<file path="config.mk">
export PLATFORM = sky130hd
export DESIGN_NAME = hkit_fnv
export DESIGN_NICKNAME = d
export VERILOG_FILES = /design/src/sv/hashed_key_index_table_assert.svh /design/src/sv/hkit_pkg.sv /design/src/sv/hkit_fnv.sv
export SDC_FILE = /design/constraint.sdc
export NUM_CORES = 1
export LEC_CHECK = 0
export ABC_AREA = 1
export BUFFER_PORTS_ARGS = -buffer_cell sky130_fd_sc_hd__buf_4
export CORE_AREA = 2 2 137 272
export CTS_CLUSTER_SIZE = 14
export DETAILED_ROUTE_END_ITERATION = 10
export DIE_AREA = 0 0 139 274
export PLACE_DENSITY_LB_ADDON = 0.12
export SYNTH_ARGS = -nofsm -noshare
export SYNTH_HDL_FRONTEND = slang
export SYNTH_SLANG_ARGS = --single-unit
export TNS_END_PERCENT = 10
</file>
<file path="constraint.sdc">
create_clock -name clock -period 4.91 [get_ports clock]
set_clock_uncertainty 0.1 [all_clocks]
set_input_delay 0.2455 -clock clock [delete_from_list [all_inputs] [get_ports clock]]
set_output_delay 0.2455 -clock clock [all_outputs]
set_load 0.02 [all_outputs]
</file>
<file path="src/sv/hashed_key_index_table_assert.svh">
// Assertion macros for the hashed key index table.
// Used by the top level only; needs the clock and reset names in scope.
`ifndef HASHED_KEY_INDEX_TABLE_ASSERT_SVH
`define HASHED_KEY_INDEX_TABLE_ASSERT_SVH
`ifndef SYNTHESIS
`define HKIT_ASSERT_NOW(lbl, pre, post) \
   lbl: assert property (@(posedge clock) disable iff (reset) (pre) |-> (post)) \
      else $error("hkit assertion failed");
`define HKIT_ASSERT_NEXT(lbl, pre, post) \
   lbl: assert property (@(posedge clock) disable iff (reset) (pre) |=> (post)) \
      else $error("hkit assertion failed");
`else
`define HKIT_ASSERT_NOW(lbl, pre, post)
`define HKIT_ASSERT_NEXT(lbl, pre, post)
`endif
`endif

</file>
<file path="src/sv/hkit_pkg.sv">
// Shared constants and types of the hashed key index table.
// No dependencies.
`timescale 1ns / 1ps
package hkit_pkg;
   localparam int HKIT_SLOTS   = 1024;
   localparam int HKIT_MAX_KEY = 64;

   localparam logic [63:0] FNV_BASIS = 64'hCBF29CE484222325;
   // The FNV prime is 2^40 + 2^8 + 0xB3.
   localparam logic [7:0]  FNV_PRIME_LOW = 8'hB3;

   localparam logic [3:0] SLOT_BITS_RESET = 4'd10;

   localparam logic [2:0] ST_INSERTED  = 3'd0;
   localparam logic [2:0] ST_FOUND     = 3'd1;
   localparam logic [2:0] ST_NOT_FOUND = 3'd2;
   localparam logic [2:0] ST_FULL      = 3'd3;
   localparam logic [2:0] ST_TOO_LONG  = 3'd4;

   localparam logic CMD_INSERT = 1'b0;
   localparam logic CMD_FIND   = 1'b1;

   typedef struct packed {
      logic slot_we;
      logic key_we;
   } mem_ctl_type;
endpackage

</file>
<file path="src/sv/hkit_fnv.sv">
// Running 64-bit FNV-1a hash, folded one byte per cycle while fold is high.
// Depends on hkit_pkg.
`timescale 1ns / 1ps
module hkit_fnv import hkit_pkg::*; (
   input  logic        clock,
   input  logic        reset,
   input  logic        fold,
   input  logic        clear,
   input  logic [7:0]  byte_in,
   output logic [63:0] hash
);
   logic [63:0] hash_ff, hash_in, mixed;

   always_comb begin
      mixed = hash_ff ^ {56'd0, byte_in};
      hash_in = hash_ff;
      if (clear) begin
         hash_in = FNV_BASIS;
      end else if (fold) begin
         hash_in = (mixed << 40) + (mixed << 8) + (mixed * {56'd0, FNV_PRIME_LOW});
      end
   end

   always_ff @(posedge clock) begin
      if (reset) begin
         hash_ff <= FNV_BASIS;
      end else begin
         hash_ff <= hash_in;
      end
   end

   assign hash = hash_ff;
endmodule

</file>
==> results.yml, run 1 <==
drt:
  postRouteAntennaNets: 0
  drt-total-wl_um: 50000
  drt_pass1_iterations: 5
  wl_per_cell_um: 17.9
  viasPerCell: 4.88
  dr.first_iter.drc_count: 728
  route.detailed.drc: 0
  vias: 13600
cells_and_area:
  drive_gt1_share_pct: 18.0
  largest_reg_flops: 64
  n_antenna_cell: 0
  nets: 2818
  area_growth_pct: 18.3
synth:
  synthTopCellsByArea: "fa_1, ha_1, nand2_1, inv_1, dfxtp_1"
  avgSynthCellArea_um2: 7.52
  synth_top_area_share_pct: 30.9
  syn_nets: 2612
  synthCells: 2128
  syn_area_um2: 16000
  yosys.area.top_type: "fa_1"
  synth-warning-count: 0
  synth_cell_types: 35
  ys_seq_elements: 64
  synth.yosys.seq_area_share_pct: 8.01
worst_setup_path:
  crit_chain: "buf_4 > fa_1 > ha_1 > fa_1 > fa_1 > inv_1 > fa_1 > inv_1 > ha_2 > nand2_1 > nor2_2 > inv_1 > o21bai_1 > inv_1 > nand2_1 > inv_1 > nand4_1 > nand3_1 > buf_4 > nand2_1 > inv_1"
  worstSetupStartpointType: "register"
  cp_common_cell: "inv_1"
  crit_type: "reg2reg"
  cp-end-kind: "register"
  rr_worst_depth: 21
  cp.arrival_ns: 4.88
  cpPeakStageDelay_ns: 0.51
  crit_required_ns: 5.09
  worst-path-max-fanout: 6
  crit_slowest_cell: "fa_1"
floorplan:
  io_pins: 76
  dieArea_um2: 38100
  num_rows: 99
  die_w_um: 139
  start_util_pct: 44.2
  coreArea_um2: 36200
  die_h_um: 274
timing:
  hold_violations: 0
  setup_violations: 0
  timing.setup.tns_ns: 0
  slew_headroom_pct: 39.6
  fin_crit_sh_pct: 95.7
  fmax_ghz: 0.213
  rsz0062_at_grt: "yes"
  tightestPinTransition_ns: 0.906
  drv_slew: 0
  min_period_ns: 4.70
clocking:
  clockBufferDepth: 2
  h-tree-depth: 3
  clkLatencyLatePin_ns: 0.38
  cts_buffers: 9
  cts_tree: "done"
  numClockSinks: 64
  hold_buffers: 0
  clkTransAtPathRegs_ns: 0.06
  root_buffer: "clkbuf_16"
place:
  gp_congestion: 0.956
  port_buffers: 75
  dp.final_hpwl_um: 43600
worst_hold_path:
  hold_path.class: "in2reg"
  hold-path-cell-count: 4
job:
  drv_cap: 0
grt:
  grt_max_degree: 45
  grt_pass1_wl_um: 80100
  gr-total-overflow: 0
  grt_usage_pct: 27.7
  grt_pass1_vias: 14500
  antenna_found_initial: 0
outcome:
  status: "completed"
==> cells in the final DEF (no fill, tap or decap), types with 3 or more instances in the layout <==
cell / n
a21oi_1: 88
and2_1: 4
buf_12: 15
buf_4: 254
clkbuf_16: 9
dfxtp_1: 40
dfxtp_2: 22
fa_1: 246
ha_1: 213
ha_2: 7
ha_4: 5
inv_1: 479
inv_2: 6
nand2_1: 558
nand2_2: 29
nand3_1: 77
nand3_2: 7
nand3b_1: 6
nand4_1: 17
nor2_1: 93
nor2_2: 24
nor2_4: 11
nor3_1: 7
nor3_2: 5
o211ai_1: 3
o21ai_0: 32
o21ai_1: 3
o21bai_1: 11
or2_2: 6
xnor2_1: 10
xor2_1: 24
==> routing by layer <==
layer  global-route usage (%)  vias up  part of all wire, %
met5                        0        -                    0
met1                     32.5     6476                   40
li1                         -     6806                    -
met4                     15.4        0                  6.3
met2                     49.7      262                   51
met3                     2.51       91                  2.6
==> area by class of cell <==
cell class	count	area, um^2
Sequential cell	64	1320
Tap cell	454	568
Inverter	485	1820
Clock buffer	13	260
Multi-Input combinational cell	1504	12700
Clock inverter	3	40.0
Fill cell	3681	17300
Timing Repair Buffer	270	2220
==> worst paths after layout <==
| check | to | start | slack [ns] |
|---|---|---|---|
| worst min register to register | hash[6]$_SDFFE_PP0P_ | hash[6]$_SDFFE_PP0P_ | 0.39 |
| worst max-delay path | hash[41]$_SDFFE_PP0P_ | hash[37]$_SDFFE_PP1P_ | 0.21 |
| worst min-delay path | hash[5]$_SDFFE_PP1P_ | reset | 0.19 |
| worst max register to register | hash[41]$_SDFFE_PP0P_ | hash[37]$_SDFFE_PP1P_ | 0.21 |
==> cell usage after synthesis (all sizes together) <==
library cell,number
a21boi,1
a21o,2
a21oi,90
a31o,1
and2,6
and3,2
buf,62
clkbuf,13
dfxtp,64
fa,247
ha,225
inv,485
nand2,587
nand3,85
nand3b,6
nand4,17
nor2,128
nor3,13
nor4,1
o211ai,3
o21ai,36
o21bai,11
or2,6
xnor2,12
xor2,25
==> timing repair <==
| item | in CTS | in global routing |
|---|---|---|
| setup buffers | 0 | 1 |
| endpoints found under the hold margin | 0 | 0 |
| setup endpoints to repair | 5 | 48 |
| gates resized for setup | 5 | 102 |
| pin swaps | 0 | 6 |
| cloned | 0 | 0 |
==> critical path: cells and delay by family, from the launching register on <==
family | cells | cell delay [ns]
fa+ha+maj | 6 | 2.56
buf+inv | 8 | 0.70
simple gates | 6 | 0.65
flops | 1 | 0.38
compound gates | 1 | 0.21
==> per-stage QoR <==
stage          util [%]  hold WS (ns)  area [um^2]  std cells  worst slack [ns]
2_1_floorplan         -         0.337        16000       2128             0.464
3_3_place_gp       50.5         0.380        18300       2776           -0.0436
3_5_place_dp       50.5         0.384        18300       2776           -0.0868
4_1_cts            51.4         0.177        18600       2792            0.0166
5_1_grt            52.3         0.209        18900       2793           -0.0176
6_report           52.3         0.190        18900       2793             0.212
==> cells by family (layout without fill, tap and decap cells) <==
| family | count (synthesis) | count (layout) | synth area share, % |
|---|---|---|---|
| AOI/OAI and AO/OA | 144 | 144 | 4.80 |
| xor gates and xnor gates | 37 | 37 | 2.03 |
| adders and majority gates | 472 | 472 | 48.5 |
| buffers and inverters | 560 | 771 | 14.5 |
| DFF | 64 | 64 | 8.01 |
| and+or+nand+nor | 851 | 851 | 22.1 |
Power of run 1 is left out: the tool's default activity adds up to more than one toggle a clock period on the data nets, which glitch-free logic cannot reach.
==> run 2: changes to the inputs <==
clock period = 4.46 ns   (was 4.91 ns; I/O delays follow)
==> run 2 against run 1 <==
The run now ends with setup timing left. Cell count up 6.6%. Routed wire length rose by 10%. Clock-buffer cell count down 2. Core utilization rose by 11 points. Fmax is 3.2% higher. Sequential share of layout area is 0.96 points lower. Worst hold slack worse by 0.019 ns.
==> results.yml, run 2 (synthesis results as in run 1) <==
outcome:
  status: "finished, violations left"
  violations: "setup timing"
floorplan:
  dieArea_um2: 38100
  die_h_um: 274
  start_util_pct: 44.2
  io_pins: 76
  coreArea_um2: 36200
  die_w_um: 139
  num_rows: 99
worst_setup_path:
  rr_worst_depth: 20
  crit_slowest_cell: "fa_1"
  worst-path-max-fanout: 4
  crit_required_ns: 4.64
  cp.arrival_ns: 4.73
  worstSetupStartpointType: "register"
  r2r_end: "hash[48]$_SDFFE_PP0P_"
  cp-end-kind: "register"
  crit_chain: "buf_12 > buf_12 > fa_1 > ha_1 > fa_1 > fa_1 > ha_1 > ha_4 > nand2_1 > nor2_2 > inv_1 > nor2_2 > buf_4 > nand2_2 > nor2_1 > nand2_1 > nand4_1 > nand3_2 > nand2_1 > inv_1"
  crit_type: "reg2reg"
  worst-r2r-setup-slack_ns: -0.09
  r2r_start: "hash[13]$_SDFFE_PP1P_"
  cpPeakStageDelay_ns: 0.57
drt:
  postRouteAntennaNets: 0
  vias: 14600
  drt-total-wl_um: 55300
  viasPerCell: 4.89
  wl_per_cell_um: 18.6
  route.detailed.drc: 0
  dr.first_iter.drc_count: 683
  drt_pass1_iterations: 5
timing:
  setup_ws_ns: -0.0948
  slew_headroom_pct: 52.8
  drv_slew: 0
  fmax_ghz: 0.220
  hold_violations: 0
  timing.setup.tns_ns: -0.816
  setup_violations: 23
  fin_crit_sh_pct: 102
  rsz0062_at_grt: "yes"
  min_period_ns: 4.55
  tightestPinTransition_ns: 0.708
cells_and_area:
  area_growth_pct: 42.4
  mostFrequentLayoutCells: "nand2_1, inv_1, buf_4, fa_1, ha_1"
  nets: 3003
  stdcell_area_um2: 22800
  drive_gt1_share_pct: 36.9
  final_common_cell: "nand2_1"
  largest_reg_flops: 64
  n_antenna_cell: 0
place:
  dpl_cell_area_um2: 19600
  dp.final_hpwl_um: 46300
  port_buffers: 75
  gp_congestion: 1.00
grt:
  grt_max_degree: 46
  grt_pass1_vias: 15600
  grt_usage_pct: 30.0
  gr-total-overflow: 0
  antenna_found_initial: 0
  grt_pass1_wl_um: 86400
worst_hold_path:
  min_to: "hash[2]$_SDFFE_PP1P_"
  hold-path-cell-count: 4
  hold_path.class: "in2reg"
  hp-start: "reset"
job:
  drv_cap: 0
clocking:
  numClockSinks: 64
  cts_tree: "done"
  clkTransAtPathRegs_ns: 0.07
  clkLatencyLatePin_ns: 0.38
  cts_buffers: 9
  h-tree-depth: 3
  root_buffer: "clkbuf_16"
  clockBufferDepth: 2
  hold_buffers: 0
==> run 2: changes by cell type in the layout (fill, tap and decap cells not counted), sizes merged <==
| cell | change |
|---|---|
| clkbuf | -2 |
| clkinvlp | +2 |
| buf | +185 |
==> run 2: per-stage QoR <==
step,setup slack (ns),std cells,util (%),hold WS [ns]
after floorplan,0.0139,2128,-,0.314
after CTS,-0.0738,2965,60.1,0.161
final,-0.0948,2978,63.0,0.170
after global placement,-0.616,2933,54.1,0.429
after detailed placement,-0.660,2933,54.1,0.434
after global routing,-0.256,2978,63.0,0.191
==> run 2: repair_timing <==
| action | CTS | global route |
|---|---|---|
| setup buffers | 18 | 14 |
| setup endpoints to repair | 51 | 52 |
| gates resized for setup | 341 | 207 |
| pin swaps | 100 | 112 |
==> run 2: cell type report <==
| class | count | area (um^2) |
|---|---|---|
| clock buffer | 11 | 253 |
| clock inverter | 5 | 55.1 |
| fill | 3241 | 13400 |
| inverter | 485 | 1820 |
| multi-input combinational | 1504 | 14900 |
| sequential | 64 | 1370 |
| tap | 454 | 568 |
| timing repair buffer | 455 | 3840 |
==> run 2: worst max-delay path by stage <==
stage                     startpoint               endpoint  slack (ns)  cells past startpoint
6_report       hash[13]$_SDFFE_PP1P_  hash[48]$_SDFFE_PP0P_       -0.09                     20
5_1_grt         hash[7]$_SDFFE_PP0P_  hash[60]$_SDFFE_PP0P_       -0.26                     23
4_1_cts        hash[42]$_SDFFE_PP1P_  hash[51]$_SDFFE_PP0P_       -0.07                     21
3_5_place_dp   hash[46]$_SDFFE_PP0P_  hash[62]$_SDFFE_PP1P_       -0.66                     18
3_3_place_gp              byte_in[6]  hash[39]$_SDFFE_PP1P_       -0.62                     21
2_1_floorplan  hash[10]$_SDFFE_PP0P_  hash[62]$_SDFFE_PP1P_        0.01                     20
==> run 2: worst max-delay path: cells and delay by family (launching register included) <==
family | cells | cell delay, ns
adders and majority gates | 6 | 2.42
buffers and inverters | 5 | 0.57
DFF | 1 | 0.33
and+or+nand+nor | 9 | 1.04
==> run 2: metal layers <==
metal,part of all wire (%),track usage (%),up-vias
li1,-,-,7172
met1,39,34.6,7007
met2,51,54.3,272
met3,2.4,2.32,104
met4,7.4,17.3,0
met5,0,0,-
Power of run 2 is left out for the same reason.
